==> src/ble_eid_pkg.sv <==
package ble_eid_pkg;

  localparam int ID_BYTES = 20;
  localparam int IDX_W = $clog2(ID_BYTES);

  localparam logic [7:0] AD_SERVICE_DATA16 = 8'h16;
  localparam logic [7:0] MIN_STRUCT_LEN = 8'(4 + ID_BYTES);
  localparam logic [7:0] ID_FIRST_POS = 8'd4;
  localparam logic [7:0] POS_TYPE = 8'd0;
  localparam logic [7:0] POS_UUID_LO = 8'd1;
  localparam logic [7:0] POS_UUID_HI = 8'd2;
  localparam logic [7:0] POS_KIND = 8'd3;
  localparam logic [7:0] KIND_A = 8'h40;
  localparam logic [7:0] KIND_B = 8'h41;
  localparam logic [15:0] UUID_RESET = {8'hFE, 8'hAA};

  localparam int REG_SERVICE_UUID = 0;
  localparam int PADDR_W = 3;

  typedef logic [ID_BYTES-1:0][7:0] id_array_t;

  typedef struct packed {
    logic [7:0] payload_byte;
    logic       last_byte;
  } in_beat_t;

  typedef struct packed {
    logic             found;
    logic [7:0]       eid_byte;
    logic [IDX_W-1:0] byte_index;
    logic [7:0]       frame_kind;
    logic             run_end;
  } out_beat_t;

  // handoff from parser to emitter on the final byte of an advertisement
  typedef struct packed {
    logic       launch;
    logic       found;
    logic [7:0] frame_kind;
    id_array_t  ids;
  } run_t;

endpackage

==> src/ble_eid_parser.sv <==
module ble_eid_parser (
  input  logic                 clk_i,
  input  logic                 rst_ni,
  input  logic                 take_i,
  input  ble_eid_pkg::in_beat_t beat_i,
  input  logic [15:0]          service_uuid_i,
  output ble_eid_pkg::run_t    run_o
);
  import ble_eid_pkg::*;

  logic [7:0] left_q, left_d;
  logic [7:0] pos_q, pos_d;
  logic [7:0] len_q, len_d;
  logic [7:0] type_q, type_d;
  logic       cand_q, cand_d;
  logic       stop_q, stop_d;
  logic       done_q, done_d;
  logic [7:0] kind_q, kind_d;
  id_array_t  id_q, id_next;
  logic       id_we;
  logic [IDX_W-1:0] id_idx;
  logic [7:0] b;

  assign b = beat_i.payload_byte;
  assign id_idx = IDX_W'(pos_q - ID_FIRST_POS);

  always_comb begin
    left_d = left_q;
    pos_d  = pos_q;
    len_d  = len_q;
    type_d = type_q;
    cand_d = cand_q;
    stop_d = stop_q;
    done_d = done_q;
    kind_d = kind_q;
    id_we  = 1'b0;
    if (take_i && !stop_q && !done_q) begin
      if (left_q == 8'd0) begin
        if (b == 8'd0) begin
          stop_d = 1'b1;
        end else begin
          len_d  = b;
          left_d = b;
          pos_d  = 8'd0;
          cand_d = 1'b1;
        end
      end else begin
        case (pos_q)
          POS_TYPE: begin
            type_d = b;
            if (b != AD_SERVICE_DATA16 || len_q < MIN_STRUCT_LEN) cand_d = 1'b0;
          end
          POS_UUID_LO: begin
            if (b != service_uuid_i[7:0]) cand_d = 1'b0;
          end
          POS_UUID_HI: begin
            if (b != service_uuid_i[15:8]) cand_d = 1'b0;
          end
          POS_KIND: begin
            if (b == KIND_A || b == KIND_B) begin
              if (cand_q) kind_d = b;
            end else begin
              cand_d = 1'b0;
            end
          end
          default: begin
            if (pos_q < MIN_STRUCT_LEN && cand_q) id_we = 1'b1;
          end
        endcase
        pos_d  = pos_q + 8'd1;
        left_d = left_q - 8'd1;
        if (left_d == 8'd0 && cand_d) done_d = 1'b1;
      end
    end
  end

  // buffer contents including a byte written on this same beat
  always_comb begin
    id_next = id_q;
    if (id_we) id_next[id_idx] = b;
  end

  assign run_o.launch     = take_i && beat_i.last_byte;
  assign run_o.found      = done_d;
  assign run_o.frame_kind = kind_d;
  assign run_o.ids        = id_next;

  always_ff @(posedge clk_i or negedge rst_ni) begin
    if (!rst_ni) begin
      left_q <= '0;
      pos_q  <= '0;
      len_q  <= '0;
      type_q <= '0;
      cand_q <= 1'b0;
      stop_q <= 1'b0;
      done_q <= 1'b0;
      kind_q <= '0;
    end else if (run_o.launch) begin
      left_q <= '0;
      pos_q  <= '0;
      len_q  <= '0;
      type_q <= '0;
      cand_q <= 1'b0;
      stop_q <= 1'b0;
      done_q <= 1'b0;
      kind_q <= '0;
    end else begin
      left_q <= left_d;
      pos_q  <= pos_d;
      len_q  <= len_d;
      type_q <= type_d;
      cand_q <= cand_d;
      stop_q <= stop_d;
      done_q <= done_d;
      kind_q <= kind_d;
    end
  end

  always_ff @(posedge clk_i) begin
    if (id_we) id_q[id_idx] <= b;
  end

endmodule

==> src/ble_service_data_eid_extractor.sv <==
// Input: one payload byte per cycle unless stalled, each parsed in the cycle accepted.
// Output: the final byte starts the emitter, which fills the output register; a run is
// 1 beat (not found) or 20 beats (identifier), one beat per cycle unless stalled.
// A final byte is held off while the previous run still drains from the emitter.
// Reset (rst_ni low, async): parse state and handshakes clear, service_uuid -> 0xFEAA.
module ble_service_data_eid_extractor (
  input  logic                          clk_i,
  input  logic                          rst_ni,
  input  logic                          in_valid_i,
  output logic                          in_stall_o,
  input  ble_eid_pkg::in_beat_t         in_data_i,
  output logic                          out_valid_o,
  input  logic                          out_stall_i,
  output ble_eid_pkg::out_beat_t        out_data_o,
  input  logic                          psel,
  input  logic                          penable,
  input  logic                          pwrite,
  input  logic [ble_eid_pkg::PADDR_W-1:0] paddr,
  input  logic [31:0]                   pwdata,
  output logic [31:0]                   prdata,
  output logic                          pready
);
  import ble_eid_pkg::*;

  logic [15:0] uuid_q;
  logic        cfg_we;
  logic        take;
  run_t        run;

  logic             busy_q;
  logic [IDX_W-1:0] cnt_q;
  logic             efound_q;
  logic [7:0]       ekind_q;
  id_array_t        eids_q;
  logic             out_load;
  logic             run_last;
  logic             run_done;

  logic      out_valid_q;
  out_beat_t out_data_q;

  // config port
  assign pready = 1'b1;
  assign cfg_we = psel && penable && pwrite && pready &&
                  (paddr[PADDR_W-1:2] == 1'(REG_SERVICE_UUID));
  assign prdata = (paddr[PADDR_W-1:2] == 1'(REG_SERVICE_UUID)) ? {16'd0, uuid_q} : 32'd0;

  always_ff @(posedge clk_i or negedge rst_ni) begin
    if (!rst_ni) begin
      uuid_q <= UUID_RESET;
    end else if (cfg_we) begin
      uuid_q <= pwdata[15:0];
    end
  end

  // a final byte needs the emitter free, or freeing on this edge
  assign in_stall_o = busy_q && !run_done && in_data_i.last_byte;
  assign take = in_valid_i && !in_stall_o;

  ble_eid_parser u_parser (
    .clk_i         (clk_i),
    .rst_ni        (rst_ni),
    .take_i        (take),
    .beat_i        (in_data_i),
    .service_uuid_i(uuid_q),
    .run_o         (run)
  );

  // emitter
  assign out_load = busy_q && (!out_valid_q || !out_stall_i);
  assign run_last = !efound_q || (cnt_q == IDX_W'(ID_BYTES - 1));
  assign run_done = out_load && run_last;

  always_ff @(posedge clk_i or negedge rst_ni) begin
    if (!rst_ni) begin
      busy_q <= 1'b0;
      cnt_q  <= '0;
    end else if (run.launch) begin
      busy_q <= 1'b1;
      cnt_q  <= '0;
    end else if (out_load) begin
      if (run_last) busy_q <= 1'b0;
      cnt_q <= cnt_q + IDX_W'(1);
    end
  end

  always_ff @(posedge clk_i) begin
    if (run.launch) begin
      efound_q <= run.found;
      ekind_q  <= run.frame_kind;
      eids_q   <= run.ids;
    end
  end

  // output register
  always_ff @(posedge clk_i or negedge rst_ni) begin
    if (!rst_ni) begin
      out_valid_q <= 1'b0;
    end else if (out_load) begin
      out_valid_q <= 1'b1;
    end else if (!out_stall_i) begin
      out_valid_q <= 1'b0;
    end
  end

  always_ff @(posedge clk_i) begin
    if (out_load) begin
      if (efound_q) begin
        out_data_q.found      <= 1'b1;
        out_data_q.eid_byte   <= eids_q[cnt_q];
        out_data_q.byte_index <= cnt_q;
        out_data_q.frame_kind <= ekind_q;
        out_data_q.run_end    <= run_last;
      end else begin
        out_data_q.found      <= 1'b0;
        out_data_q.eid_byte   <= '0;
        out_data_q.byte_index <= '0;
        out_data_q.frame_kind <= '0;
        out_data_q.run_end    <= 1'b1;
      end
    end
  end

  assign out_valid_o = out_valid_q;
  assign out_data_o  = out_data_q;

endmodule

==> config.mk <==
export PLATFORM = sky130hd
export DESIGN_NAME = ble_service_data_eid_extractor
export DESIGN_NICKNAME = d
export VERILOG_FILES = /design/src/ble_eid_pkg.sv /design/src/ble_eid_parser.sv /design/src/ble_service_data_eid_extractor.sv
export SDC_FILE = /design/constraint.sdc
export NUM_CORES = 1
export LEC_CHECK = 0
export ABC_AREA = 1
export BUFFER_PORTS_ARGS = -buffer_cell sky130_fd_sc_hd__buf_2
export CAP_MARGIN = 5
export CORE_UTILIZATION = 30
export CTS_CLUSTER_DIAMETER = 200
export DETAILED_ROUTE_END_ITERATION = 16
export PLACE_DENSITY = 0.51
export SYNTH_ARGS = -nofsm -noshare
export SYNTH_HDL_FRONTEND = slang
export SYNTH_SLANG_ARGS = --single-unit
==> constraint.sdc <==
create_clock -name clk_i -period 19.48 [get_ports clk_i]
set_input_delay 1.948 -clock clk_i [delete_from_list [all_inputs] [get_ports clk_i]]
set_output_delay 1.948 -clock clk_i [all_outputs]
set_load 0.01 [all_outputs]
* Word level (Yosys, flattened, before mapping)
Cells that the tools add are included.
** Storage, ports and cells
- Bits in registers :: 410
- Input bits :: 51
- Output and inout port bits :: 58
- Word-level logic and storage cells :: 174
** Cells by class
- Reduce and logical (&&, ||, !) cells :: 39
- Eq/ne operators :: 12
- Order comparisons :: 5
- Muxes and demuxes :: 55
- Add/subtract/negate cells :: 4
- Bitwise operators :: 1
** Operators by type and width (number)
- 160-bit bitwise mux :: 1
- 160-bit two-way mux :: 1
- 8-bit two-way mux :: 19
- 8-bit binary-select mux with 5-bit select :: 1
- 8-bit demux with 5-bit select :: 1
- 8-bit zero test :: 4
- 1-bit two-way mux :: 27
- 23-bit two-way mux :: 1
- 8-bit by 2-bit equality test with 1-bit output, second input constant :: 2
- 8-bit by 7-bit equality test with 1-bit output, second input constant :: 2
- 8-bit by 5-bit less-than comparator with 1-bit output, second input constant :: 2
- 16-bit two-way mux :: 1
- 8-bit != test :: 2
- 1-bit logical AND :: 14
- 5-bit by 6-bit less-than comparator with 1-bit output, second input constant :: 2
- 5-bit two-way mux :: 2
- 2-bit nonzero test :: 5
- 8-bit by 1-bit adder with 8-bit output, second input constant :: 1
- 8-bit by 1-bit equality test with 1-bit output, second input constant :: 1
- 8-bit by 5-bit != test with 1-bit output, second input constant :: 1
- 8-bit by 1-bit subtractor with 8-bit output, second input constant :: 1
- 1-bit zero test :: 7
- 3-bit AND reduction :: 2
- 5-bit by 1-bit adder with 5-bit output, second input constant :: 1
- other kinds (11) :: 15

* Depth between registers and ports, before layout
- Depth in word-level cells :: 17
- Mapped depth :: 15
- Depth with buffers taken out :: 14

* Hierarchy
From an unflattened synthesis, not the netlist that was laid out.
** Unflattened totals
- Cells, all modules :: 1888
- Area, all modules :: 16938.7 sq um
** Modules (own cells, without submodules)
- ble_service_data_eid_extractor :: instances 1, area each 9166.3 sq um, cells each 858, seq. area each 6354.8 sq um
- ble_eid_parser :: instances 1, area each 7772.5 sq um, cells each 1030, seq. area each 4003.8 sq um

* Worst setup path after synthesis
Ideal clock, no wire load.
- Path type :: input port to flip-flop
- From :: input out_stall_i
- To :: register efound_q (enable)
- Data arrival time :: 8.080 ns
- Setup slack :: 10.799 ns
- Data required time :: 18.879 ns
- Path buffers :: 1
- Setup time :: 0.601 ns
- Cell stages on the path :: 6
- Cells stage by stage :: a21oi_2 > nand2_1 > nand2_1 > nand3_1 > inv_1 > clkbuf_1
** RTL lines
- start, declared :: RTL line ble_service_data_eid_extractor.sv:13 : input logic out_stall_i,
- end signal, assigned :: RTL line ble_service_data_eid_extractor.sv:89 : efound_q <= run.found;
- end, declared :: RTL line ble_service_data_eid_extractor.sv:32 : logic efound_q;

==> tab_implementation.tex <==
\begin{tabular}{lr}
\hline
Metric & Value \\
\hline
\multicolumn{2}{l}{\textbf{Drt}} \\
Count of antenna-violating nets left after detailed routing & 0 \\
Detailed Route Iter0 Violations & 1070 \\
Total via count in the routed design & 13500 \\
Count of unresolved DRC violations after routing & 0 \\
First drt pass iteration count & 6 \\
Routed vias/inst & 4.70 \\
Routed wire length & 45000 µm \\
Routed WL per cell & 15.6 µm \\
\multicolumn{2}{l}{\textbf{STA}} \\
Final Critical Period & 6210 ps \\
Portion of the clock cycle consumed by the worst path in the final layout & 31.9\% \\
Count of endpoints failing setup in the final report & 0 \\
Final hold vios & 0 \\
Unrepaired setup endpoints after global routing & false \\
Worst setup skew after layout & 29.3 ps \\
Slew at the pin closest to its max-slew limit & 1120 ps \\
Worst setup slack after layout & 13270 ps \\
Number of slew-limit violations in the final report & 0 \\
Max Fclk & 0.161 GHz \\
Total Neg Setup Slack & 0 ps \\
Relative slew margins & 25.2\% \\
\multicolumn{2}{l}{\textbf{CTS}} \\
Clock latency on the worst-skew pair & 580 ps \\
TritonCTS clock tree & built \\
Resized Gates After CTS & 0 \\
Total of hold buffers inserted after clock tree synthesis & 0 \\
Number of buffers created by CTS & 47 \\
Number of buffers on the longest clock path & 3 \\
Post-CTS setup repair buffer count & 0 \\
Clock root buffer master & sky130\_fd\_sc\_hd\_\_clkbuf\_16 \\
Worst-path clk slew & 60 ps \\
Count of H-tree levels built during CTS & 2 \\
Number of clock sinks seen by CTS & 407 \\
\multicolumn{2}{l}{\textbf{Power and ir drop}} \\
Power Total & 3100 µW \\
Power density of the placed cells & 155 nW/µm² \\
Leakage dissipation & 0.00903 µW \\
Worst vdd ir & 62.0 µV \\
\multicolumn{2}{l}{\textbf{Global routing}} \\
Vias in the first global route & 13000 \\
Global routing usage summed across all routing layers & 14.9\% \\
Wire length of the first global-routing pass & 70800 µm \\
Largest net degree at the start of global routing & 126 \\
Antenna violations before repair & 3 \\
Gr ovfl total & 0 \\
\multicolumn{2}{l}{\textbf{Floorplanning}} \\
Die X & 245 µm \\
Floorplan core area & 58100 µm² \\
Height of the die & 245 µm \\
Count of pins on the block boundary & 109 \\
Effective utilization at floorplan & 30.6\% \\
\# rows & 88 \\
Die area & 60200 µm² \\
\multicolumn{2}{l}{\textbf{Logic synthesis}} \\
Complex-gate fraction of the synthesized area & 14.5\% \\
Flops \& latches, synth & 407 \\
Cell area after synthesis & 17800 µm² \\
Dominant combinational cell family by area after synthesis & simple AND/OR/NAND/NOR gates \\
XOR/XNOR Fraction of Synth Area & 0.690\% \\
Share of synthesized area spent on multiplexers & 0\% \\
Proportion of synthesized chip area in sequential cells & 58.3\% \\
Top cells by area in the synthesized netlist & sky130\_fd\_sc\_hd\_\_edfxtp\_1 (32\%), sky130\_fd\_sc\_hd\_\_dfxtp\_1 (18\%), sky130\_fd\_sc\_hd\_\_o21ai\_0 (11\%) \\
Syn. warnings & 0 \\
Adder and majority gate portion of the synthesized area & 0.774\% \\
Most area-hungry cell type in the Yosys netlist & sky130\_fd\_sc\_hd\_\_edfxtp\_1 \\
Simple-gate share of the synthesized area & 16.7\% \\
Top-area cell type share of the netlist area & 32.4\% \\
Post-synthesis instance total & 2060 \\
Mean instance size in the synthesized netlist & 8.63 µm² \\
Number of distinct standard cells referenced by the synthesized netlist & 33 \\
\multicolumn{2}{l}{\textbf{Finish}} \\
End-of-flow core utilization & 34.4\% \\
Relative area change from synthesis to final layout & 12.6\% \\
Share of layout cells above drive strength 1 & 8.18\% \\
Final net count & 2140 \\
Filler cells & 6025 \\
Most common cell after layout, fill and taps aside & sky130\_fd\_sc\_hd\_\_nand2\_1 \\
Top library cells by usage in the layout, fill and taps aside & sky130\_fd\_sc\_hd\_\_nand2\_1 (505), sky130\_fd\_sc\_hd\_\_o21ai\_0 (393), sky130\_fd\_sc\_hd\_\_inv\_1 (240) \\
Post-layout instance area & 20000 µm² \\
Antenna diode count & 0 \\
\multicolumn{2}{l}{\textbf{Setup path}} \\
CP cell instances & buf\_2 > a21oi\_4 > nand2\_1 > nand3\_2 > nand3\_2 > nor3\_4 > buf\_4 > buf\_4 > buf\_4 > o21ai\_0 \\
Largest stage delay on the critical path & 960 ps \\
Count of buffer and inverter cells on the critical path & 4 \\
Critical-path cell with the highest stage delay & sky130\_fd\_sc\_hd\_\_buf\_4 \\
Sort of element at the end of the critical path & register \\
Arrival @ worst endpoint & 6490 ps \\
Setup crit start kind & input pin \\
Largest fanout on the critical path & 125 \\
Required time of the critical path & 19760 ps \\
Cell repeated most along the worst path & sky130\_fd\_sc\_hd\_\_buf\_4 \\
Crit-path leading delay family & buffers and inverters \\
WS Path Type & input pin to register \\
\multicolumn{2}{l}{\textbf{Place}} \\
DP HPWL & 26700 µm \\
Placed standard-cell area & 18600 µm² \\
Final GP Congestion & 0.834 \\
IO Port Bufs & 73 \\
Placement-stage worst setup slack & 12610 ps \\
\multicolumn{2}{l}{\textbf{Run status}} \\
Status & finished, final reports clean \\
\multicolumn{2}{l}{\textbf{Min path}} \\
Kind of path behind the tightest hold check & register to register \\
\multicolumn{2}{l}{\textbf{Run}} \\
Max-cap violation count & 0 \\
\hline
\end{tabular}
-- metrics by stage --
stage	std cells	hold slack (ps)
2_1_floorplan	2075	444
3_3_place_gp	2793	459
3_5_place_dp	2793	464
4_1_cts	2879	476
5_1_grt	2880	492
6_report	2880	472
-- registers in the layout, indices dropped and copies added, names as in the netlist, 5 cells and up --
name	flops
eids_q	160
u_parser.id_q	160
out_data_o	23
uuid_q	16
ekind_q	8
u_parser.kind_q	8
u_parser.left_q	8
u_parser.pos_q	8
cnt_q	5
u_parser.len_q	5
-- cells by family after synthesis --
group           after synthesis
flops                       407
xor+xnor                     14
compound gates              504
fa+ha+maj                    11
buf+inv                     378
simple gates                744
other cells                   2
-- per-layer routing --
metal	part of all wire [%]	up-vias	GRT usage [%]
met5	0	-	0
met4	2.5	0	4.57
met3	5.1	66	2.60
met2	45	290	23.7
met1	47	6433	20.4
li1	-	6742	-
-- final cells by class --
| type | instances | area [µm²] | share of cell area [%] |
|---|---|---|---|
| clock buffers | 66 | 1290 | 6.44 |
| inverters | 245 | 925 | 4.62 |
| multi-input cells | 1290 | 5870 | 29.3 |
| flip-flops and latches | 407 | 10400 | 51.8 |
| repair buffers | 87 | 474 | 2.37 |
| well taps | 765 | 957 | 4.78 |
| clock inverters | 20 | 133 | 0.663 |
-- worst min-delay path, delay by kind of cell, from the launching register on --
family	cells	cell delay, ps
compound gates	1	70
flops	1	300
buf+inv	1	50
-- worst paths after layout --
check                                        start                 end  slack [ps]  cells after the start
worst max-delay path                   out_stall_i         eids_q[138]       13270                     10
worst min-delay path            u_parser.id_q[122]  u_parser.id_q[122]         470                      2
worst max register to register         out_valid_o         eids_q[138]       14310                      9
worst min register to register  u_parser.id_q[122]  u_parser.id_q[122]         470                      2
max in group asynchronous                   rst_ni            cnt_q[0]       17460                      2
min in group asynchronous                   rst_ni  u_parser.kind_q[7]        1510                      2
-- power by group --
group	leakage (µW)	switching (µW)	internal (µW)
registers	0.00375	121	1230
logic	0.00458	628	289
clock network	0.000694	352	474
total	0.00903	1100	2000
-- synthesized netlist by cell type (all sizes together) --
master and count:
or2 3, inv 242, nor2 163, o22ai 40, dfstp 11, conb 2
nand3 38, dfxtp 160, nand2 506, buf 57, xor2 9, a31oi 1
a21oi 32, ha 11, nor3b 1, edfxtp 192, nand4 17, o21ai 431
xnor2 5, clkinv 3, nand3b 3, dfrtp 44, clkbuf 76, nor3 13
Note: power is estimated with default switching activity, not from simulation.
